==> config.mk <==
export PLATFORM = sky130hd
export DESIGN_NAME = bie_ctrl
export DESIGN_NICKNAME = d
export VERILOG_FILES = /design/src/bie_pkg.sv /design/src/bie_ctrl.sv
export SDC_FILE = /design/constraint.sdc
export NUM_CORES = 1
export LEC_CHECK = 0
export ABC_AREA = 1
export BUFFER_PORTS_ARGS = -buffer_cell sky130_fd_sc_hd__buf_2
export CAP_MARGIN = 20
export CORE_MARGIN = 10
export CORE_UTILIZATION = 24
export DETAILED_ROUTE_END_ITERATION = 16
export PLACE_DENSITY = 0.43
export SLEW_MARGIN = 0
export SYNTH_ARGS = -nofsm -noshare
export SYNTH_HDL_FRONTEND = slang
export SYNTH_SLANG_ARGS = --single-unit
==> constraint.sdc <==
create_clock -name clk_i -period 3.5 [get_ports clk_i]
set_clock_uncertainty 0.15 [all_clocks]
set_input_delay 0.525 -clock clk_i [delete_from_list [all_inputs] [get_ports clk_i]]
set_output_delay 0.525 -clock clk_i [all_outputs]
set_load 0.01 [all_outputs]
==> src/bie_pkg.sv <==
// ----------------------------------------------------------------------------
// bie_pkg
// Shared types and constants of the bitmap index engine.
// ----------------------------------------------------------------------------
package bie_pkg;

  localparam int unsigned MAX_ROWS_DEF = 4096;
  localparam int unsigned MAX_CARD_DEF = 32;

  typedef enum logic [2:0] {
    OP_APPEND = 3'd0,
    OP_UPDATE = 3'd1,
    OP_REMOVE = 3'd2,
    OP_COUNT  = 3'd3,
    OP_LOOKUP = 3'd4
  } op_e;

  typedef enum logic [1:0] {
    ST_OK        = 2'd0,
    ST_NOT_FOUND = 2'd1,
    ST_FULL      = 2'd2,
    ST_INVALID   = 2'd3
  } status_e;

  typedef enum logic [1:0] {
    BOP_SET = 2'd0,
    BOP_CLR = 2'd1,
    BOP_TOG = 2'd2
  } bop_e;

  typedef struct packed {
    logic [2:0]  opcode;
    logic [11:0] row_id;
    logic [4:0]  value;
  } in_item_t;

  typedef struct packed {
    logic [1:0]  status;
    logic [4:0]  found_value;
    logic [12:0] bit_count;
  } out_item_t;

  // controller -> datapath
  typedef struct packed {
    logic rd;
    logic wr;
    logic zero;
    bop_e bop;
    logic acc_clr;
    logic acc_en;
    logic rc_inc;
  } dp_cmd_t;

  // datapath -> controller
  typedef struct packed {
    logic cur_bit;
    logic rc_full;
  } dp_stat_t;

endpackage

==> src/bie_ctrl.sv <==
// ----------------------------------------------------------------------------
// bie_ctrl
// Sequencer: clearing pass, operation decode, bitmap scan, RMW loop, count.
// ----------------------------------------------------------------------------
module bie_ctrl #(
  parameter  int unsigned MAX_ROWS        = bie_pkg::MAX_ROWS_DEF,
  parameter  int unsigned MAX_CARDINALITY = bie_pkg::MAX_CARD_DEF,
  localparam int unsigned WORDS           = (MAX_ROWS + 63) / 64,
  localparam int unsigned WORD_W          = (WORDS > 1) ? $clog2(WORDS) : 1,
  localparam int unsigned MAP_W           = $clog2(MAX_CARDINALITY),
  localparam int unsigned ADDR_W          = MAP_W + WORD_W,
  localparam int unsigned RC_W            = $clog2(MAX_ROWS + 1)
) (
  input  logic                clk_i,
  input  logic                rst_ni,
  input  logic                in_valid_i,
  output logic                in_stall_o,
  input  bie_pkg::in_item_t   in_item_i,
  input  logic                mode_i,
  input  logic [5:0]          card_i,
  input  logic                out_free_i,
  output logic                res_valid_o,
  output bie_pkg::out_item_t  res_o,
  output bie_pkg::dp_cmd_t    cmd_o,
  output logic [ADDR_W-1:0]   addr_o,
  output logic [5:0]          bitpos_o,
  input  bie_pkg::dp_stat_t   stat_i,
  input  logic [RC_W-1:0]     row_count_i,
  input  logic [RC_W-1:0]     acc_i
);

  localparam int unsigned WCNT_W = $clog2(WORDS + 1);
  localparam int unsigned CNT_W  = MAP_W + 1;
  localparam int unsigned CC_W   = (CNT_W > 6) ? CNT_W : 6;
  localparam int unsigned VC_W   = (CNT_W > 5) ? CNT_W : 5;
  localparam int unsigned RCMP_W = (RC_W > 12) ? RC_W : 12;
  localparam int unsigned ROWI_W = $clog2(MAX_ROWS);

  typedef enum logic [2:0] {
    S_CLEAR, S_IDLE, S_SCAN_RD, S_SCAN_CHK, S_RD, S_WR, S_CNT, S_DONE
  } state_e;

  state_e              state_q;
  logic [ADDR_W-1:0]   clr_q;
  logic [2:0]          op_q;
  logic [CNT_W-1:0]    val_q;
  logic [ROWI_W-1:0]   trow_q;
  logic [CNT_W-1:0]    m_q;
  logic [CNT_W-1:0]    hi_q;
  bie_pkg::bop_e       bop_q;
  logic                pend_q;
  logic [WCNT_W-1:0]   w_q;
  logic                cvld_q;
  bie_pkg::status_e    res_status_q;
  logic [4:0]          res_found_q;
  logic                res_cnt_q;

  logic [CC_W-1:0]     card_ext;
  logic [CNT_W-1:0]    card_eff;
  logic [CNT_W-1:0]    n_maps;
  logic [CNT_W-1:0]    val_c;
  logic                val_inv;
  logic                cnt_inv;
  logic                absent;
  logic                accept;
  logic [WORD_W-1:0]   row_word;

  // clamp the cardinality register into 2..MAX_CARDINALITY
  assign card_ext = CC_W'(card_i);
  always_comb begin
    if (card_ext < CC_W'(2)) begin
      card_eff = CNT_W'(2);
    end else if (card_ext > CC_W'(MAX_CARDINALITY)) begin
      card_eff = CNT_W'(MAX_CARDINALITY);
    end else begin
      card_eff = CNT_W'(card_ext);
    end
  end

  assign n_maps   = mode_i ? (card_eff - CNT_W'(1)) : card_eff;
  assign val_c    = CNT_W'(in_item_i.value);
  assign val_inv  = VC_W'(in_item_i.value) >= VC_W'(card_eff);
  assign cnt_inv  = VC_W'(in_item_i.value) >= VC_W'(n_maps);
  assign absent   = RCMP_W'(in_item_i.row_id) >= RCMP_W'(row_count_i);
  assign accept   = (state_q == S_IDLE) && in_valid_i;
  assign row_word = WORD_W'(trow_q >> 6);
  assign bitpos_o = trow_q[5:0];

  // datapath commands
  always_comb begin
    cmd_o         = '0;
    cmd_o.bop     = bop_q;
    addr_o        = {m_q[MAP_W-1:0], row_word};
    unique case (state_q)
      S_CLEAR: begin
        cmd_o.wr   = 1'b1;
        cmd_o.zero = 1'b1;
        addr_o     = clr_q;
      end
      S_IDLE: begin
        cmd_o.acc_clr = accept;
        cmd_o.rc_inc  = accept && (in_item_i.opcode == bie_pkg::OP_APPEND) &&
                        !val_inv && !stat_i.rc_full;
      end
      S_SCAN_RD: cmd_o.rd = (m_q != n_maps);
      S_RD:      cmd_o.rd = (m_q != hi_q);
      S_WR:      cmd_o.wr = 1'b1;
      S_CNT: begin
        cmd_o.rd     = (w_q != WCNT_W'(WORDS));
        cmd_o.acc_en = cvld_q;
        addr_o       = {val_q[MAP_W-1:0], WORD_W'(w_q)};
      end
      default: ;
    endcase
  end

  always_ff @(posedge clk_i or negedge rst_ni) begin
    if (!rst_ni) begin
      state_q      <= S_CLEAR;
      clr_q        <= '0;
      op_q         <= '0;
      val_q        <= '0;
      trow_q       <= '0;
      m_q          <= '0;
      hi_q         <= '0;
      bop_q        <= bie_pkg::BOP_SET;
      pend_q       <= 1'b0;
      w_q          <= '0;
      cvld_q       <= 1'b0;
      res_status_q <= bie_pkg::ST_OK;
      res_found_q  <= '0;
      res_cnt_q    <= 1'b0;
    end else begin
      unique case (state_q)
        S_CLEAR: begin
          clr_q <= clr_q + ADDR_W'(1);
          if (&clr_q) begin
            state_q <= S_IDLE;
          end
        end
        S_IDLE: begin
          if (in_valid_i) begin
            op_q         <= in_item_i.opcode;
            val_q        <= val_c;
            trow_q       <= ROWI_W'(in_item_i.row_id);
            res_status_q <= bie_pkg::ST_OK;
            res_found_q  <= '0;
            res_cnt_q    <= 1'b0;
            pend_q       <= 1'b0;
            m_q          <= '0;
            unique case (in_item_i.opcode)
              bie_pkg::OP_APPEND: begin
                if (val_inv) begin
                  res_status_q <= bie_pkg::ST_INVALID;
                  state_q      <= S_DONE;
                end else if (stat_i.rc_full) begin
                  res_status_q <= bie_pkg::ST_FULL;
                  state_q      <= S_DONE;
                end else begin
                  trow_q  <= ROWI_W'(row_count_i);
                  m_q     <= val_c;
                  hi_q    <= mode_i ? n_maps : (val_c + CNT_W'(1));
                  bop_q   <= bie_pkg::BOP_SET;
                  state_q <= S_RD;
                end
              end
              bie_pkg::OP_UPDATE: begin
                if (val_inv) begin
                  res_status_q <= bie_pkg::ST_INVALID;
                  state_q      <= S_DONE;
                end else if (absent) begin
                  res_status_q <= bie_pkg::ST_NOT_FOUND;
                  state_q      <= S_DONE;
                end else begin
                  state_q <= S_SCAN_RD;
                end
              end
              bie_pkg::OP_REMOVE, bie_pkg::OP_LOOKUP: begin
                if (absent) begin
                  res_status_q <= bie_pkg::ST_NOT_FOUND;
                  state_q      <= S_DONE;
                end else begin
                  state_q <= S_SCAN_RD;
                end
              end
              bie_pkg::OP_COUNT: begin
                if (cnt_inv) begin
                  res_status_q <= bie_pkg::ST_INVALID;
                  state_q      <= S_DONE;
                end else begin
                  w_q       <= '0;
                  cvld_q    <= 1'b0;
                  res_cnt_q <= 1'b1;
                  state_q   <= S_CNT;
                end
              end
              default: begin
                res_status_q <= bie_pkg::ST_INVALID;
                state_q      <= S_DONE;
              end
            endcase
          end
        end
        S_SCAN_RD: begin
          if (m_q == n_maps) begin
            res_status_q <= bie_pkg::ST_NOT_FOUND;
            state_q      <= S_DONE;
          end else begin
            state_q <= S_SCAN_CHK;
          end
        end
        S_SCAN_CHK: begin
          if (stat_i.cur_bit) begin
            unique case (op_q)
              bie_pkg::OP_LOOKUP: begin
                res_found_q <= 5'(m_q);
                state_q     <= S_DONE;
              end
              bie_pkg::OP_REMOVE: begin
                hi_q    <= mode_i ? n_maps : (m_q + CNT_W'(1));
                bop_q   <= bie_pkg::BOP_CLR;
                state_q <= S_RD;
              end
              bie_pkg::OP_UPDATE: begin
                if (m_q == val_q) begin
                  res_status_q <= bie_pkg::ST_NOT_FOUND;
                  state_q      <= S_DONE;
                end else if (!mode_i) begin
                  // clear the old bitmap, then set the new one
                  hi_q    <= m_q + CNT_W'(1);
                  bop_q   <= bie_pkg::BOP_CLR;
                  pend_q  <= 1'b1;
                  state_q <= S_RD;
                end else begin
                  // flip the bitmaps between old and new value
                  if (m_q < val_q) begin
                    hi_q <= val_q;
                  end else begin
                    m_q  <= val_q;
                    hi_q <= m_q;
                  end
                  bop_q   <= bie_pkg::BOP_TOG;
                  state_q <= S_RD;
                end
              end
              default: state_q <= S_DONE;
            endcase
          end else begin
            m_q     <= m_q + CNT_W'(1);
            state_q <= S_SCAN_RD;
          end
        end
        S_RD: begin
          if (m_q == hi_q) begin
            if (pend_q) begin
              pend_q <= 1'b0;
              m_q    <= val_q;
              hi_q   <= val_q + CNT_W'(1);
              bop_q  <= bie_pkg::BOP_SET;
            end else begin
              state_q <= S_DONE;
            end
          end else begin
            state_q <= S_WR;
          end
        end
        S_WR: begin
          m_q     <= m_q + CNT_W'(1);
          state_q <= S_RD;
        end
        S_CNT: begin
          cvld_q <= (w_q != WCNT_W'(WORDS));
          if (w_q != WCNT_W'(WORDS)) begin
            w_q <= w_q + WCNT_W'(1);
          end else if (!cvld_q) begin
            state_q <= S_DONE;
          end
        end
        S_DONE: begin
          if (out_free_i) begin
            state_q <= S_IDLE;
          end
        end
        default: state_q <= S_IDLE;
      endcase
    end
  end

  assign in_stall_o        = (state_q != S_IDLE);
  assign res_valid_o       = (state_q == S_DONE);
  assign res_o.status      = res_status_q;
  assign res_o.found_value = res_found_q;
  assign res_o.bit_count   = res_cnt_q ? 13'(acc_i) : 13'd0;

endmodule

==> metrics, run 1 <==
vias in the first global route 5629; port buffer count 105; die height 170 um; Worst Reg-to-Reg Cells 11; fraction of the cycle the final worst path needs 0.917; status finished, final reports clean; Post-Syn Instances 792; final hold violation count 0; Clock Tree Buf Depth 2; placed instance area 6220 um^2; final setup fails 0; Avg WL per Cell 16.4 um; Static Leak 0.00343 uW; critical path class in -> out; Clock Power Share 0.191; worst reg2reg startpoint val_q[3]; post-synthesis cell area 5400 um^2; EDFF count, synth 0; switch share 0.481; RSZ-0062 raised after global routing no; global-route wire length before repair 30.9 mm; antenna-violating nets left 0; grt ovf 0; setup TNS 0 ns; Post-synth ARST share 1.00; CTS Buf Count 9; crit path DAT 2.53 ns; post-route minimum period 3.21 ns; FMAX 0.312 GHz; Distinct cells, synth 44; Sink Count 65; Syn Nets 884; Yosys top cell by area dfrtp_1; # hold bufs at CTS 0; clock slew at reported path FFs 0.06 ns; Die Footprint 28900 um^2; P_sw 2340 uW; R2R Setup Slk 0.80 ns; pwr dens 746 nW/um^2; Setup WS post-layout 0.290 ns; max-cap viol count 0; ANT cells 0; final core utilization 0.297; layout cells sized above 1 0.197; GP Congestion 0.828; Area Growth Syn to Fin 20.9%; Seq cells post-synth 65; Vias/cell 4.58; CP Launch Type input port; worst vdd ir 0.000297 V; starting density of the core 0.246; sequential-to-total area share from yosys stat 0.301; row cnt 54; cell area after layout 6530 um^2; max-slew violation count 0; Vias 5392; Fillers 2460; commonest register cell after synthesis dfrtp_1; Int Pwr 2530 uW; count leader, synth nand2_1; DP HPWL 15.5 mm; Core Box Area 22000 um^2; H-tree levels 3; Logic pwr share 0.546; final WL 19.3 mm; worst-path maximum fanout 12; DRC Markers 0; FF-to-FF End m_q[0]; initial antenna violation count 1; die width 170 um; CTS tree built; synth top area cells dfrtp_1, nand2_1, inv_1; Nets 985; setup bufs post-CTS 0; CP required 2.82 ns; largest net degree at the start of global routing 31; post-cts resize count 0; dpl ws 0.0815 ns; io pins 106; Initial DRC Count 357; GRT Overall Usage 0.135; Ys Warns 0; clk root buf clkbuf_16; sequential fraction of design power 0.263; synth cell count leaders nand2_1, inv_1, dfrtp_1, o21ai_0, nand3_1; TritonRoute pass-1 iters 5; Synth Area per Inst 6.82 um^2; Setup crit end kind output pin; top-area cell type share of the netlist area 0.301; insertion delay to the later sink of the worst-skew pair 0.34 ns; min-delay worst type in -> async; Slew HR 0.576; Worst Max-Slew Pin Slew 0.632 ns
layout by cell type (no fill, tap or decap), types with 4 or more instances in the layout:
master / instances
clkbuf_16: 9
nand2_2: 9
o21ai_2: 11
inv_1: 121
o22ai_1: 7
nor3_1: 13
o21ai_0: 64
nor2_1: 57
nor2_2: 7
ha_1: 33
nor4_1: 4
xor2_1: 21
nand4_1: 10
o221ai_1: 10
o211ai_1: 9
nand2_1: 191
buf_2: 105
nand3_1: 60
a21oi_1: 23
dfrtp_1: 65
o21ai_1: 9
buf_4: 16
power by group through the flow:
stage / clock network [uW] / registers [uW] / logic [uW]
floorplan: 0 / 1230 / 1810
global placement: 0 / 1300 / 2700
detailed placement: 0 / 1290 / 2690
CTS: 949 / 1280 / 2700
global route: 977 / 1330 / 3040
finish: 929 / 1280 / 2660
worst max path at each step:
stage,from,endpoint,slack [ns],cells past startpoint
6_report,card_i[2],cmd_o[0],0.29,13
5_1_grt,card_i[2],cmd_o[7],0.01,19
3_3_place_gp,card_i[1],w_q[5],0.16,22
4_1_cts,card_i[1],cmd_o[7],0.25,19
2_1_floorplan,card_i[1],w_q[4],0.54,22
3_5_place_dp,card_i[1],w_q[4],0.08,22
layout make-up:
cell class / instances / area (um^2) / area share
repair buffers: 122 / 666 / 0.102
multi-input cells: 570 / 3120 / 0.478
well taps: 280 / 350 / 0.0537
clock inverters: 3 / 40.0 / 0.00613
flip-flops and latches: 65 / 1630 / 0.249
clock buffers: 12 / 256 / 0.0393
inverters: 125 / 469 / 0.0719
cell families after synthesis:
logic type / Yosys count / synth area share
buffers and inverters: 157 / 0.122
and+or+nand+nor: 368 / 0.301
xor gates and xnor gates: 23 / 0.0373
adders and majority gates: 33 / 0.0765
DFF: 65 / 0.301
AOI/OAI and AO/OA: 146 / 0.162
routing by layer:
metal / wire length (um) / vias up / global-route usage / part of all wire
li1: - / 2785 / - / -
met1: 9010 / 2429 / 0.172 / 0.47
met2: 8690 / 157 / 0.218 / 0.45
met5: 13 / - / 0 / 0.00067
met3: 1320 / 19 / 0.0412 / 0.068
met4: 236 / 2 / 0.0324 / 0.012
stage by stage:
stage | total power (uW) | instances | hold WS [ns]
2_1_floorplan | 3040 | 792 | 0.0794
3_3_place_gp | 3990 | 1162 | 0.309
3_5_place_dp | 3980 | 1162 | 0.311
4_1_cts | 4940 | 1177 | 0.0331
5_1_grt | 5340 | 1177 | 0.0517
6_report | 4870 | 1177 | 0.00733
critical path, stage by stage:
cell and delay, ns:
buf_2 0.12, nor2_2 0.15, nand3_1 0.10, nand2_2 0.09, nand2_1 0.15, ha_1 0.33
a21o_1 0.16, a22oi_1 0.14, nand3_1 0.15, nor2_2 0.14, nand2_2 0.19, nor2_1 0.13
buf_2 0.14
state kept, by name, indices dropped and copies added (netlist names):
| signal | cells |
|---|---|
| op_q | 3 |
| bop_q | 2 |
| pend_q | 1 |
| hi_q | 6 |
| val_q | 5 |
| res_found_q | 5 |
| clr_q | 11 |
| res_status_q | 2 |
| trow_q | 12 |
| w_q | 7 |
| cvld_q | 1 |
| state_q | 3 |
| res_cnt_q | 1 |
| m_q | 6 |
Note: power is estimated with default switching activity, not from simulation.
==> run 2, diff against run 1 <==
Settings changed: CORE_MARGIN 10 to not set.
==> metrics, run 2 (synthesis gave the netlist of run 1 again) <==
max-slew violation count 0; Static Leak 0.00343 uW; worst vdd ir 0.000259 V; crit path DAT 2.58 ns; max-cap viol count 0; top flop regs trow_q: 12 flops, clr_q: 11 flops, w_q: 7 flops; Final Non-Filler Cells 1180; insertion delay to the later sink of the worst-skew pair 0.34 ns; io pins 106; failing checks design-rule violations; worst reg2reg startpoint m_q[1]; critical path's largest stage delay 0.34 ns; Vias 5467; DP HPWL 14.5 mm; critical-path cell list buf_2, nor2_1, nand3_1, nand2_2, nand2_1, ha_1, a21o_1, a22oi_1, nand3_1, nor2_2, nand2_2, nor2_1, buf_2; Die Footprint 23100 um^2; Fillers 2425; antenna-violating nets left 0; Worst Reg-to-Reg Cells 13; Clock Tree Buf Depth 2; Setup crit end kind output pin; CTS Buf Count 9; setup bufs post-CTS 0; fraction of the cycle the final worst path needs 0.929; Sink Count 65; sink of the worst hold path op_q[2]; hold_ws 0.294 ns; critical path class in -> out; Hold Crit Start in_item_i[19]; max reg flops 12; H-tree levels 3; Vias/cell 4.63; layout cells sized above 1 0.198; starting density of the core 0.246; DRC Markers 6; final hold violation count 0; TritonRoute pass-1 iters 11; Area Growth Syn to Fin 21.2%; GP Congestion 0.869; Initial DRC Count 335; worst-path maximum fanout 12; Top reg by flops trow_q; pwr dens 744 nW/um^2; die width 152 um; min-delay worst type in -> reg; largest net degree at the start of global routing 31; Slowest-stage cell, CP ha_1; clk root buf clkbuf_16; GRT Overall Usage 0.161; CP required 2.82 ns; Nets 987; post-route minimum period 3.25 ns; CTS tree built; commonest non-fill, non-tap cell in the layout nand2_1; Worst Max-Slew Pin Slew 0.619 ns; initial antenna violation count 0; Hold Path Depth 3; CP Launch Type input port; clock slew at reported path FFs 0.06 ns; commonest non-fill, non-tap cells in the layout nand2_1, inv_1, buf_2; Avg WL per Cell 15.4 um; grt ovf 0; FF-to-FF End hi_q[4]; vias in the first global route 5132; row cnt 54; final setup fails 0; ANT cells 0; Placed Cells 1163; port buffer count 105; Core Box Area 22000 um^2; R2R Setup Slk 0.78 ns; die height 152 um; RSZ-0062 raised after global routing no; status complete, but fails checks; Slew HR 0.584; final WL 18.2 mm; setup TNS 0 ns; global-route wire length before repair 28.9 mm; FMAX 0.308 GHz
## run 2: changes by cell type in the layout (fill, tap and decap cells not counted), sizes merged
cell	change
clkbuf	-1
clkinvlp	+2
dlygate4sd3	+1
buf	+1
## run 2: worst max-delay path: cells and delay by family
kind / cells / cell delay (ns)
buffers and inverters: 2 / 0.24
AOI/OAI and AO/OA: 2 / 0.28
adders and majority gates: 1 / 0.34
and+or+nand+nor: 8 / 1.18
## run 2: area by class of cell
cell class / instances / area, um^2 / area share
sequential: 65 / 1630 / 0.249
multi-input combinational: 570 / 3120 / 0.476
timing repair buffer: 124 / 683 / 0.104
tap: 280 / 350 / 0.0535
clock buffer: 11 / 243 / 0.0371
inverter: 125 / 469 / 0.0717
clock inverter: 5 / 55.1 / 0.00841
## run 2: per-stage QoR
| stage | utilization | total power (uW) | setup WS (ns) | area (um^2) |
|---|---|---|---|---|
| 2_1_floorplan | - | 3040 | 0.538 | 5400 |
| 3_3_place_gp | 0.284 | 3990 | 0.148 | 6230 |
| 3_5_place_dp | 0.284 | 3970 | 0.107 | 6230 |
| 4_1_cts | 0.298 | 4920 | 0.268 | 6540 |
| 5_1_grt | 0.298 | 5290 | 0.0195 | 6540 |
| 6_report | 0.298 | 4870 | 0.249 | 6540 |
## run 2: worst max-delay path by stage
stage,start,to,slack (ns),cells after the start
2_1_floorplan,card_i[1],w_q[4],0.54,22
3_3_place_gp,card_i[1],w_q[4],0.15,22
3_5_place_dp,card_i[1],w_q[5],0.11,22
4_1_cts,card_i[1],cmd_o[7],0.27,19
5_1_grt,card_i[1],cmd_o[7],0.02,21
6_report,card_i[1],cmd_o[0],0.25,13
## run 2: layer usage
layer	global-route usage	up-vias	part of all wire
met4	0.0408	0	0.015
met5	0	-	0
met2	0.264	171	0.46
li1	-	2789	-
met3	0.0354	25	0.056
met1	0.215	2482	0.47
## run 2: repair_timing
action	4_1_cts	5_1_grt
resized for setup	0	1
hold buffers	1	0
endpoints found under the hold margin	15	0
endpoints found under the setup margin	0	1
## run 2: where the power goes
group / internal, uW / total, uW / switching, uW
Combinational: 912 / 2660 / 1750
Sequential: 1040 / 1280 / 247
Clock: 568 / 927 / 358
Total: 2520 / 4870 / 2350
==> run 3, diff against run 2 <==
Settings changed: SETUP_SLACK_MARGIN set to 0.3.
==> metrics, run 3 (synthesis gave the netlist of run 1 again) <==
Nets 990; commonest non-fill, non-tap cell in the layout nand2_1; layout cells sized above 1 0.215; max reg flops 12; DP HPWL 14.5 mm; final setup fails 0; Buffers & Inverters on Critical Path 2; Fillers 2419; Vias 5461; starting density of the core 0.246; DRC Markers 6; Vias/cell 4.62; Area Growth Syn to Fin 22.5%; Avg WL per Cell 15.4 um; Worst Max-Slew Pin Slew 0.627 ns; commonest non-fill, non-tap cells in the layout nand2_1, inv_1, buf_2; post-route minimum period 3.04 ns; worst-path maximum fanout 6; port buffer count 105; Clock Tree Buf Depth 2; Initial DRC Count 335; Static Leak 0.00345 uW; clock slew at reported path FFs 0.06 ns; critical path class in -> out; fraction of the cycle the final worst path needs 0.868; status complete, but fails checks; final hold violation count 0; io pins 106; worst vdd ir 0.000259 V; die height 152 um; clk root buf clkbuf_16; FMAX 0.329 GHz; die width 152 um; row cnt 54; final WL 18.2 mm; critical-path cell list buf_2, nor2_4, nand3_1, nand2_2, nand2_2, ha_1, a21o_1, a22oi_1, nand3_1, nor2_2, nand2_4, nor2_1, buf_2; initial antenna violation count 0; CP Launch Type input port; grt ovf 0; max-cap viol count 0; top flop regs trow_q: 12 flops, clr_q: 11 flops, w_q: 7 flops; Die Footprint 23100 um^2; vias in the first global route 5132; max-slew violation count 0; Setup crit end kind output pin; largest net degree at the start of global routing 31; critical path's largest stage delay 0.30 ns; delay-heaviest family, CP simple AND/OR/NAND/NOR gates; global-route wire length before repair 28.9 mm; Top reg by flops trow_q; insertion delay to the later sink of the worst-skew pair 0.34 ns; CTS tree built; H-tree levels 3; pwr dens 739 nW/um^2; hold_ws 0.294 ns; GP Congestion 0.869; Slew HR 0.579; ANT cells 0; failing checks design-rule violations; CP required 2.82 ns; TritonRoute pass-1 iters 11; min-delay worst type in -> reg; crit path DAT 2.36 ns; Sink Count 65; GRT Overall Usage 0.161; Core Box Area 22000 um^2; RSZ-0062 raised after global routing yes; setup TNS 0 ns; antenna-violating nets left 0; CTS Buf Count 9; Slowest-stage cell, CP ha_1
==> run 3: changes by cell type in the layout (fill, tap and decap cells not counted), sizes merged <==
cell and change:
buf +3
==> run 3: worst paths after layout <==
| path | slack, ns | cells after the start | end | startpoint |
|---|---|---|---|---|
| worst max-delay path | 0.46 | 13 | cmd_o[0] | card_i[2] |
| worst min-delay path | 0.29 | 3 | op_q[2] | in_item_i[19] |
| worst max register to register | 0.79 | 13 | hi_q[4] | m_q[1] |
| worst min register to register | 0.32 | 2 | cvld_q | cvld_q |
| max in group asynchronous | 2.00 | 3 | clr_q[6] | rst_ni |
| min in group asynchronous | 0.48 | 2 | hi_q[3] | rst_ni |
==> run 3: where the power goes <==
part	switching (uW)	internal [uW]	total, uW
combinational	1750	918	2670
sequential	247	1040	1290
clock	359	568	927
total	2360	2530	4880
==> run 3: layer usage <==
layer,global-route usage,vias up,part of all wire
met5,0,-,0
met4,0.0408,0,0.013
met3,0.0354,19,0.059
met2,0.264,163,0.46
met1,0.215,2481,0.47
li1,-,2798,-
==> run 3: repair_timing <==
item,4_1_cts,5_1_grt
pin swaps,0,6
gates resized for setup,2,16
hold endpoints to repair,15,0
setup buffers,0,3
hold buffers,1,0
setup endpoints to repair,2,12
==> run 3: metrics by stage <==
step | util | area, um^2 | total power, uW | std cells | worst slack (ns)
after floorplan | - | 5400 | 3040 | 792 | 0.538
after global placement | 0.284 | 6230 | 3990 | 1163 | 0.148
after detailed placement | 0.284 | 6230 | 3970 | 1163 | 0.107
after CTS | 0.298 | 6550 | 4930 | 1180 | 0.298
after global routing | 0.301 | 6610 | 5300 | 1183 | 0.266
final | 0.301 | 6610 | 4880 | 1183 | 0.463
==> run 3: layout make-up <==
cell class	count	area [um^2]	share of cell area
Sequential cell	65	1630	0.246
Inverter	125	469	0.0710
Timing Repair Buffer	127	706	0.107
Tap cell	280	350	0.0530
Clock inverter	5	55.1	0.00833
Clock buffer	11	243	0.0367
Multi-Input combinational cell	570	3160	0.478
==> run 3: worst reg2reg max path, cell delays in order, from the launching register on <==
cell and delay, ns:
dfrtp_1 0.62, inv_1 0.28, nand2_1 0.11, nand4_1 0.14
nor3_2 0.27, nand2_1 0.14, nand2_1 0.08, inv_1 0.06
nor2_1 0.16, and3_1 0.24, buf_12 0.17, nand2_1 0.06
nor2_1 0.10, nor2_1 0.05
